File: src/hw/rtl/assert_macros.svh
// assertion helpers shared by the rtl
`ifndef ASSERT_MACROS_SVH
`define ASSERT_MACROS_SVH

// plain clocked property with synchronous reset gating
`define ESPH_ASSERT(lbl, clk, rst, prop) \
   lbl: assert property (@(posedge clk) disable iff (rst) prop) \
   else $error("esph assertion failed");

// implication form
`define ESPH_ASSERT_IMP(lbl, clk, rst, ante, cons) \
   lbl: assert property (@(posedge clk) disable iff (rst) (ante) |-> (cons)) \
   else $error("esph assertion failed");

`endif

File: src/hw/rtl/esph_mul.sv
// ----------------------------------------------------------------------------
// esph_mul
// shared 32x18 unsigned multiplier with registered product
// ----------------------------------------------------------------------------
`timescale 1ns / 1ps

module esph_mul (
   input  logic        clock,
   input  logic [31:0] mul_a,
   input  logic [17:0] mul_b,
   output logic [49:0] prod_ff
);

   logic [49:0] prod_in;

   assign prod_in = {18'b0, mul_a} * {32'b0, mul_b};

   always_ff @(posedge clock) begin
      prod_ff <= prod_in;
   end

endmodule

File: config.mk
export PLATFORM = sky130hd
export DESIGN_NAME = esph_mul
export DESIGN_NICKNAME = d
export VERILOG_FILES = /design/src/hw/rtl/assert_macros.svh /design/src/hw/rtl/esph_mul.sv
export SDC_FILE = /design/constraint.sdc
export NUM_CORES = 1
export LEC_CHECK = 0
export ABC_AREA = 0
export BUFFER_PORTS_ARGS = -buffer_cell sky130_fd_sc_hd__buf_2
export CAP_MARGIN = 20
export CORE_ASPECT_RATIO = 1.2
export CORE_MARGIN = 3
export CORE_UTILIZATION = 50
export DETAILED_ROUTE_END_ITERATION = 6
export PLACE_DENSITY = 0.7
export REMOVE_ABC_BUFFERS = 1
export SLEW_MARGIN = 15
export SYNTH_ARGS = -nofsm -noshare
export SYNTH_HDL_FRONTEND = slang
export SYNTH_SLANG_ARGS = --single-unit
File: constraint.sdc
create_clock -name clock -period 9.7 [get_ports clock]
set_input_delay 0.485 -clock clock [delete_from_list [all_inputs] [get_ports clock]]
set_output_delay 0.485 -clock clock [all_outputs]
set_load 0.02 [all_outputs]
==> metrics.cfg <==
[logic_synthesis]
synth_top_area_share_pct = 50.3
synth_area_um2 = 19100
avgSynthCellArea_um2 = 8.84
ys_ff_latch = 50
ys_async_sr_fraction_pct = 0
yosysTopAreaCell = fa_1
netlist_top_cells_area = fa_1, inv_1, ha_1
synth_flop_cell = dfxtp_1
syn_inst = 2163
ys_seq_area_share_pct = 5.24
yosysMostFrequentCell = inv_1
synth_edf_count = 0
synth_commonest_cells = inv_1, fa_1, nand2_1, and2_1, ha_1
synthDistinctLibCells = 59
yosysWarnings = 0

[setup_path]
crit_path_frequent_cell = fa_1
crit_arrival_ns = 6.97
crit_buf_inv = 4
worstPathCellList = buf_2, nand2_1, fa_1, fa_1, fa_1, inv_1, fa_1, fa_1, inv_1, fa_1, inv_1, ha_1, nand4_1, o22ai_1, a211o_1, o211ai_1, a21oi_1, a31oi_1, nand2_1, o311ai_0
path_max_fanout = 32
start_kind = input port
crit_slowest_cell = buf_2
endpoint_kind = flip-flop
cp_top_family = adder cells
slowest_delay_ns = 0.62
crit_start = mul_b[3]
cp.required_ns = 9.86
path_class = in -> reg

[clock_network]
cts.repair.resized = 0
cts.sinks = 50
cts_tree = yes
cts_made_buffers = 5
cts_max_level = 2
root_buffer = clkbuf_16
cts_hold_buf = 0
clock_tree.buffer_depth = 2
post_cts_buffers = 0
clkSlewWorstSetupHoldPaths_ns = 0.07

[route]
via_per_inst = 5.47
post-route-drc-count = 0
ant_nets = 0
dr.pass1.iters = 5
wl_um = 50600
drtIter0Drc = 768
vias = 14473
wl_per_cell_um = 19.1

[run_status]
status = finished, final reports clean

[finish]
layout-drive-gt1-share_pct = 5.81
fin_nets = 2824
layout.cells.non_filler = 2645
reg_top3 = prod_ff (50)
syn_to_final_growth_pct = 4.70
top_register = prod_ff
largest_register_ff_count = 50

[global_route]
grt_pass1_vias = 16417
grt_use_total_pct = 26.3
overflow = 0
grt_max_degree = 33
antenna_found_initial = 0
grt_pass1_wl_um = 84200

[floorplanning]
initial_core_util_pct = 51.3
ios = 101
rows = 77
core_area_um2 = 37300
die_y_um = 220
die_x_um = 185
die_area_um2 = 40600

[sta]
fin_crit_ns = 6.82
worst_slew_pin_slew_ns = 0.898
grt_setup_unrepaired = false
tns_ns = 0
slew_headroom_pct = 40.1
fin_ws_ns = 2.88
period_share_pct = 70.3
setup_viol = 0
hold_viol = 0
max_freq_mhz = 147
final_max_slew_viol_count = 0

[hold_path]
min-delay-start = mul_a[0]
min_path_type = in -> reg

[placed_design]
globalplace.congestion = 0.885
dp_hpwl_um = 38400
place_ws_ns = 2.71
dp.cells = 2636
portBuffers = 100

[job]
maxCapViolations = 0

placed cells by master, fill, tap and decap left out, types with 23 or more instances in the layout:
cell type  count
xnor2_1       23
nand2_1      400
inv_1        531
and2_1       214
nor2_1        36
o21ai_0       28
fa_1         480
a21oi_1       43
buf_2        100
dfxtp_1       50
ha_1         124
cells by family (layout without fill, tap and decap cells):
family	count (synthesis)	after routing	synth area share, %
AND/OR/NAND/NOR	700	700	17.2
other	0	1	0
AO/OA/AOI/OAI	136	136	4.80
adder cells (fa/ha/maj)	604	604	58.4
flip-flops	50	50	5.24
XOR/XNOR	41	41	1.88
buffers and inverters	632	639	12.5
final cells by class:
class	count	area [um^2]
Antenna cell	1	2.50
Clock buffer	6	139
Clock inverter	2	60.1
Fill cell	3436	17300
Inverter	531	1990
Multi-Input combinational cell	1481	15700
Sequential cell	50	1000
Tap cell	474	593
Timing Repair Buffer	100	500
path summary, 6_finish.rpt:
kind	endpoint	slack, ns	cells after the start
worst min-delay path	prod_ff[0]	0.67	2
worst max-delay path	prod_ff[44]	2.88	20
metrics by stage:
| step | cell area (um^2) | hold WS, ns | util, % |
|---|---|---|---|
| 2_1_floorplan | 18700 | 0.607 | - |
| 3_3_place_gp | 19800 | 0.903 | 53.1 |
| 3_5_place_dp | 19800 | 0.901 | 53.1 |
| 4_1_cts | 20000 | 0.654 | 53.7 |
| 5_1_grt | 20000 | 0.665 | 53.7 |
| 6_report | 20000 | 0.672 | 53.7 |
per-layer routing:
| layer | wire length, um | GRT usage [%] |
|---|---|---|
| met3 | 2550 | 2.81 |
| met2 | 27500 | 49.4 |
| met4 | 2420 | 11.4 |
| met1 | 18200 | 30.2 |
| met5 | 0 | 0 |
Power is left out: the tool's default activity adds up to more than one toggle a clock period on the data nets, which glitch-free logic cannot reach.
