==> src/hw/rtl/assert_macros.svh <==
// assertion helpers shared by the rtl
`ifndef ASSERT_MACROS_SVH
`define ASSERT_MACROS_SVH

// plain clocked property with synchronous reset gating
`define ESPH_ASSERT(lbl, clk, rst, prop) \
   lbl: assert property (@(posedge clk) disable iff (rst) prop) \
   else $error("esph assertion failed");

// implication form
`define ESPH_ASSERT_IMP(lbl, clk, rst, ante, cons) \
   lbl: assert property (@(posedge clk) disable iff (rst) (ante) |-> (cons)) \
   else $error("esph assertion failed");

`endif

==> src/hw/rtl/esph_div.sv <==
// ----------------------------------------------------------------------------
// esph_div
// restoring divider, 16 fraction bits of num/den for num < den
// ----------------------------------------------------------------------------
`timescale 1ns / 1ps

module esph_div (
   input  logic        clock,
   input  logic        reset,
   input  logic        start,
   input  logic [23:0] num,
   input  logic [23:0] den,
   output logic        done_ff,
   output logic [15:0] quot_ff
);

   logic [24:0] rem_ff, rem_in;
   logic [15:0] quot_in;
   logic [4:0]  cnt_ff, cnt_in;
   logic        busy_ff, busy_in, done_in;
   logic [24:0] shifted;

   assign shifted = {rem_ff[23:0], 1'b0};

   always_comb begin
      rem_in  = rem_ff;
      quot_in = quot_ff;
      cnt_in  = cnt_ff;
      busy_in = busy_ff;
      done_in = 1'b0;
      if (start) begin
         rem_in  = {1'b0, num};
         quot_in = '0;
         cnt_in  = '0;
         busy_in = 1'b1;
      end else if (busy_ff) begin
         if (shifted >= {1'b0, den}) begin
            rem_in  = shifted - {1'b0, den};
            quot_in = {quot_ff[14:0], 1'b1};
         end else begin
            rem_in  = shifted;
            quot_in = {quot_ff[14:0], 1'b0};
         end
         cnt_in = cnt_ff + 5'd1;
         if (cnt_ff == 5'd15) begin
            busy_in = 1'b0;
            done_in = 1'b1;
         end
      end
   end

   always_ff @(posedge clock) begin
      if (reset) begin
         busy_ff <= 1'b0;
         done_ff <= 1'b0;
         cnt_ff  <= '0;
      end else begin
         busy_ff <= busy_in;
         done_ff <= done_in;
         cnt_ff  <= cnt_in;
      end
      rem_ff  <= rem_in;
      quot_ff <= quot_in;
   end

endmodule
==> config.mk <==
export PLATFORM = sky130hd
export DESIGN_NAME = esph_div
export DESIGN_NICKNAME = d
export VERILOG_FILES = /design/src/hw/rtl/assert_macros.svh /design/src/hw/rtl/esph_div.sv
export SDC_FILE = /design/constraint.sdc
export NUM_CORES = 1
export LEC_CHECK = 0
export BUFFER_PORTS_ARGS = -buffer_cell sky130_fd_sc_hd__buf_2
export CAP_MARGIN = 10
export CORE_UTILIZATION = 25
export CTS_CLUSTER_DIAMETER = 120
export DETAILED_ROUTE_END_ITERATION = 8
export PLACE_DENSITY = 0.46
export SLEW_MARGIN = 0
export SYNTH_ARGS = -nofsm -noshare
export SYNTH_HDL_FRONTEND = slang
export SYNTH_SLANG_ARGS = --single-unit
==> constraint.sdc <==
create_clock -name clock -period 2.85 [get_ports clock]
set_input_delay 0.1425 -clock clock [delete_from_list [all_inputs] [get_ports clock]]
set_output_delay 0.1425 -clock clock [all_outputs]
set_load 0.01 [all_outputs]
==> flow_summary.json, run 1 <==
{
  "p_per_area_nw_per_um2": 687,
  "first_iter_violations": 151,
  "synth-warning-count": 0,
  "setup_viol": 16,
  "async_reset_ff_share_pct": 0,
  "slowest_stage": "or4b_4",
  "min_path_type": "input pin to flop",
  "grt_pass1_wl_um": 17500,
  "io_pins": 68,
  "synth_edf_count": 24,
  "crit_type": "flop to flop",
  "crit_path_start_kind": "flop",
  "syn-num-nets": 506,
  "p_leak_nw": 2.17,
  "synth_most_common_cell": "nor2_1",
  "fillers": 1496,
  "finalClockSkew_ns": 0.00558,
  "rsz0062_at_grt": "yes",
  "rows": 43,
  "fin_nets": 617,
  "root_buffer": "clkbuf_16",
  "fin_util_pct": 34.8,
  "worst_ep_arrival_time_ns": 3.10,
  "hold_viol_final": 0,
  "timing.rr.start": "rem_ff[8]$_DFFE_PP_",
  "port_buffers": 67,
  "antenna_found_initial": 0,
  "fmax_mhz": 339,
  "crit_top_cell": "buf_4",
  "gp_congestion": 0.877,
  "path_buf_inv": 2,
  "tightest_slew_ns": 0.769,
  "startpoint": "rem_ff[8]$_DFFE_PP_",
  "grt_overflow": 0,
  "core_um2": 13900,
  "endpoint_kind": "flop",
  "ir_drop_v": 0.000248,
  "crit_family": "simple AND/OR/NAND/NOR gates",
  "crit_required_ns": 3.00,
  "synth_top_area_share_pct": 20.3,
  "synth.area.top_cells": "edfxtp_1 (20%), dfxtp_1 (13%), ha_1 (9.2%)",
  "finalCriticalPeriod_ns": 2.95,
  "die_h_um": 121,
  "clock_latency_ns": 0.30,
  "cp_slowest_stage_delay_ns": 0.52,
  "synth-main-ff-cell": "edfxtp_1",
  "synth_common_cells": "nor2_1 (51), inv_1 (33), o21ai_0 (31), nand2_1 (28), ha_1 (26)",
  "outcome": "finished with violations",
  "cts_tree": "built",
  "drt_first_pass_iters": 4,
  "placed_cell_area_um2": 4350,
  "path_clk_slew_ns": 0.08,
  "num_vias": 3525,
  "cts.sinks": 47,
  "final-seq-area_um2": 1180,
  "min_from": "reset",
  "yosys.area.top_type": "edfxtp_1",
  "fin_crit_sh_pct": 103,
  "cts_buffers": 5,
  "worstPathCellList": "ha_4, buf_4, nand3_1, o221ai_2, buf_4, nand2_1, or4_1, a31oi_2, nor3_1, or4b_4, a31oi_1",
  "final_layout_size_suffix_gt1_share_pct": 30.2,
  "grt_usage_pct": 15.4,
  "syn_inst": 428,
  "wl_per_cell_um": 15.0,
  "p_total_mw": 3.32,
  "ant_nets": 0,
  "slew_viol_final": 0,
  "antenna_cells": 0,
  "clk_path_buf_depth": 2,
  "max_slew_margin_pct": 48.7,
  "wirelength_um": 10800,
  "grt_pass1_vias": 3654,
  "die_area_um2": 14700,
  "place_hpwl_um": 7820,
  "fin_ws_ns": -0.0981,
  "ys_seq_area_share_pct": 33.3,
  "cap_violations": 0,
  "fin_area_um2": 4830,
  "htreeDepth": 2,
  "start_util_pct": 25.6,
  "multi_input_area_um2": 2340,
  "synth_area_um2": 3550,
  "violations": "negative setup slack",
  "die_w_um": 121,
  "grt_max_degree": 30,
  "whs_ns": 0.00970,
  "via_per_inst": 4.90,
  "layout-area-overhead-vs-synth_pct": 36.0,
  "drc_errors": 0,
  "ys_types": 54,
  "avgSynthCellArea_um2": 8.29,
  "ys_ff_latch": 47,
  "critPathMaxFanout": 4
}
-- flip-flops by register name, indices dropped and copies added (netlist names) --
signal / flops
quot_ff: 16
cnt_ff: 5
busy_ff: 1
rem_ff: 24
done_ff: 1
-- report_power, final --
| group | total [mW] | internal (mW) | switching [mW] |
|---|---|---|---|
| sequential | 0.908 | 0.839 | 0.0696 |
| clock | 0.641 | 0.336 | 0.304 |
| combinational | 1.77 | 0.850 | 0.917 |
-- final cells by class --
cell class | instances | area share [%]
clock buffer | 5 | 2.59
clock inverter | 3 | 0.544
inverter | 34 | 2.64
multi-input combinational | 324 | 48.4
sequential | 47 | 24.5
tap | 180 | 4.67
timing repair buffer | 127 | 16.7
-- metal layers --
layer,vias to the layer above,share of wire [%],global-route usage (%)
met3,10,5.8,2.96
met2,79,48,27.1
met1,1654,45,18.8
met4,0,1.3,4.63
li1,1782,-,-
met5,-,0,0
-- worst register-to-register path, stage by stage (launching register included) --
cell and delay [ns]:
edfxtp_1 0.44, ha_4 0.29, buf_4 0.12, nand3_1 0.11, o221ai_2 0.20, buf_4 0.14, nand2_1 0.05, or4_1 0.44
a31oi_2 0.23, nor3_1 0.08, or4b_4 0.52, a31oi_1 0.17
-- path summary, 6_finish.rpt --
check	slack, ns	depth (start not counted)	endpoint
max	-0.1	11	rem_ff[21]$_DFFE_PP_
min	0.01	2	busy_ff$_SDFF_PP0_
max reg2reg	-0.1	11	rem_ff[21]$_DFFE_PP_
min reg2reg	0.48	2	cnt_ff[4]$_SDFFE_PP0P_
-- stage by stage --
step / worst slack [ns] / cells / setup TNS [ns]
2_1_floorplan: 0.0290 / 428 / 0
3_3_place_gp: -0.220 / 697 / -0.661
3_5_place_dp: -0.236 / 697 / -3.38
4_1_cts: -0.228 / 718 / -2.96
5_1_grt: -0.245 / 720 / -3.84
6_report: -0.0981 / 720 / -0.559
-- repair_timing --
action	4_1_cts	5_1_grt
setup buffers	12	2
cloned	1	0
gates resized for setup	12	20
pin swaps	14	23
hold buffers	0	0
setup endpoints to repair	25	25
-- cells by family after synthesis --
family | Yosys count | synth area share, %
flip-flops | 47 | 33.3
AO/OA/AOI/OAI | 120 | 22.0
buffers and inverters | 57 | 6.49
XOR/XNOR | 17 | 4.20
multiplexers | 16 | 4.51
AND/OR/NAND/NOR | 144 | 19.8
adder cells (fa/ha/maj) | 27 | 9.73
-- cells in the final DEF (no fill, tap or decap), types with 3 or more instances in the layout --
master | synthesis | final
nor4_1 | 6 | 6
buf_6 | 1 | 3
and3_1 | 6 | 6
o211ai_1 | 5 | 5
a21o_1 | 8 | 8
nor2b_1 | 3 | 3
mux2i_1 | 16 | 16
nor3_1 | 6 | 6
clkbuf_16 | 0 | 5
inv_1 | 33 | 33
ha_4 | 0 | 7
and4_1 | 3 | 3
o21a_1 | 5 | 5
nor2_1 | 51 | 51
o31ai_1 | 4 | 4
dfxtp_1 | 23 | 23
buf_2 | 3 | 67
nand3_1 | 18 | 18
a211oi_1 | 5 | 3
xnor2_1 | 11 | 11
buf_4 | 1 | 56
a31oi_1 | 21 | 20
or2_2 | 3 | 3
xor2_1 | 6 | 6
nand4_1 | 6 | 6
nand2b_1 | 7 | 7
a21oi_2 | 0 | 3
ha_1 | 26 | 19
nand2_1 | 28 | 27
o21ai_0 | 31 | 29
a21oi_1 | 23 | 20
edfxtp_1 | 24 | 24
Note: power is estimated with default switching activity, not from simulation.
==> run 2, diff against run 1 <==
- CORE_MARGIN: default -> 1.5
==> flow_summary.json, run 2 (synthesis results as in run 1) <==
{
  "die_h_um": 122,
  "outcome": "finished with violations",
  "largest_reg_flops": 24,
  "wirelength_um": 10900,
  "endpoint_kind": "flop",
  "drt_first_pass_iters": 4,
  "path_clk_slew_ns": 0.08,
  "tightest_slew_ns": 0.709,
  "root_buffer": "clkbuf_16",
  "fmax_mhz": 337,
  "max_slew_margin_pct": 52.7,
  "place_hpwl_um": 7970,
  "finalClockSkew_ns": 0.00973,
  "final_cell_mix": "buf_2 (67), buf_4 (56), nor2_1 (51)",
  "p_leak_nw": 2.15,
  "rows": 43,
  "antenna_found_initial": 0,
  "port_buffers": 67,
  "finalCriticalPeriod_ns": 2.97,
  "cts_tree": "built",
  "holdPathStages": 2,
  "setup_viol": 5,
  "final_layout_size_suffix_gt1_share_pct": 30.1,
  "ir_drop_v": 0.000291,
  "fillers": 1475,
  "start_util_pct": 25.6,
  "critPathMaxFanout": 3,
  "placed_cell_area_um2": 4360,
  "crit_path_start_kind": "flop",
  "crit_type": "flop to flop",
  "gp_congestion": 0.907,
  "hold_viol_final": 0,
  "drc_errors": 0,
  "rsz0062_at_grt": "yes",
  "ctsHoldBuffers": 0,
  "layout_commonest_cell": "buf_2",
  "cts.sinks": 47,
  "fin_crit_sh_pct": 104,
  "reg2reg_depth": 15,
  "antenna_cells": 0,
  "layout-area-overhead-vs-synth_pct": 35.3,
  "p_per_area_nw_per_um2": 684,
  "io_pins": 68,
  "grt_usage_pct": 15.0,
  "whs_ns": 0.0202,
  "clock_latency_ns": 0.30,
  "worst_ep_arrival_time_ns": 3.09,
  "biggestRegsByFlops": "rem_ff: 24 flops, quot_ff: 16 flops, cnt_ff: 5 flops",
  "p_total_mw": 3.29,
  "fin_util_pct": 34.6,
  "wl_per_cell_um": 15.1,
  "via_per_inst": 4.97,
  "cts_buffers": 5,
  "multi_input_area_um2": 2320,
  "crit_required_ns": 2.98,
  "min_path_type": "input pin to flop",
  "fin_area_um2": 4800,
  "slew_viol_final": 0,
  "largest_register": "rem_ff",
  "fin_ws_ns": -0.115,
  "ant_nets": 0,
  "first_iter_violations": 188,
  "grt_overflow": 0,
  "htreeDepth": 2,
  "grt_max_degree": 30,
  "core_um2": 13900,
  "die_w_um": 122,
  "num_vias": 3572,
  "die_area_um2": 14900,
  "fin_nets": 616,
  "grt_pass1_wl_um": 17600,
  "violations": "negative setup slack",
  "clk_path_buf_depth": 2,
  "cap_violations": 0,
  "final-seq-area_um2": 1180,
  "grt_pass1_vias": 3630
}
-- run 2: changes by cell type in the layout (fill, tap and decap cells not counted), sizes merged --
| cell | previous run | this run |
|---|---|---|
| buf | 127 | 126 |
-- run 2: worst paths after layout --
check | startpoint | to | slack (ns)
worst max-delay path | rem_ff[11]$_DFFE_PP_ | rem_ff[15]$_DFFE_PP_ | -0.12
worst min-delay path | reset | busy_ff$_SDFF_PP0_ | 0.02
worst max register to register | rem_ff[11]$_DFFE_PP_ | rem_ff[15]$_DFFE_PP_ | -0.12
worst min register to register | cnt_ff[4]$_SDFFE_PP0P_ | cnt_ff[4]$_SDFFE_PP0P_ | 0.48
-- run 2: final cells by class --
| type | count | area share [%] |
|---|---|---|
| Tap cell | 180 | 4.69 |
| Clock buffer | 5 | 2.61 |
| Inverter | 34 | 2.66 |
| Sequential cell | 47 | 24.6 |
| Multi-Input combinational cell | 324 | 48.4 |
| Timing Repair Buffer | 126 | 16.4 |
| Clock inverter | 3 | 0.547 |
-- run 2: timing repair --
item / 4_1_cts / 5_1_grt
hold endpoints to repair: 0 / 0
setup endpoints to repair: 25 / 25
pin swaps: 12 / 22
resized for setup: 7 / 21
setup buffers: 14 / 0
-- run 2: critical path: stages (launching register included) --
cell      delay, ns
edfxtp_1       0.43
ha_4           0.32
nand4_1        0.17
buf_4          0.19
buf_4          0.12
buf_4          0.12
buf_4          0.12
buf_4          0.12
buf_4          0.12
buf_4          0.12
nor3_2         0.16
a21bo_2        0.19
a21o_1         0.13
a21oi_2        0.07
and4_1         0.15
nor4_1         0.26
-- run 2: metrics by stage --
step	setup slack (ns)	std cells	TNS [ns]
CTS	-0.217	720	-2.84
global route	-0.266	719	-3.23
global placement	-0.107	698	-0.379
finish	-0.115	719	-0.387
detailed placement	-0.264	698	-4.30
floorplan	0.0290	428	0
-- run 2: per-layer routing --
layer  GRT usage, %  vias up  part of all wire [%]
met4           4.43        0                   1.6
met5              0        -                     0
met2           26.0       86                    47
met3           2.86       14                   4.4
met1           18.8     1692                    47
li1               -     1780                     -
-- run 2: power by group --
part	switching (mW)	internal, mW	leakage (nW)
clock	0.305	0.336	0.0767
sequential	0.0720	0.839	0.426
combinational	0.901	0.832	1.64
total	1.28	2.01	2.15
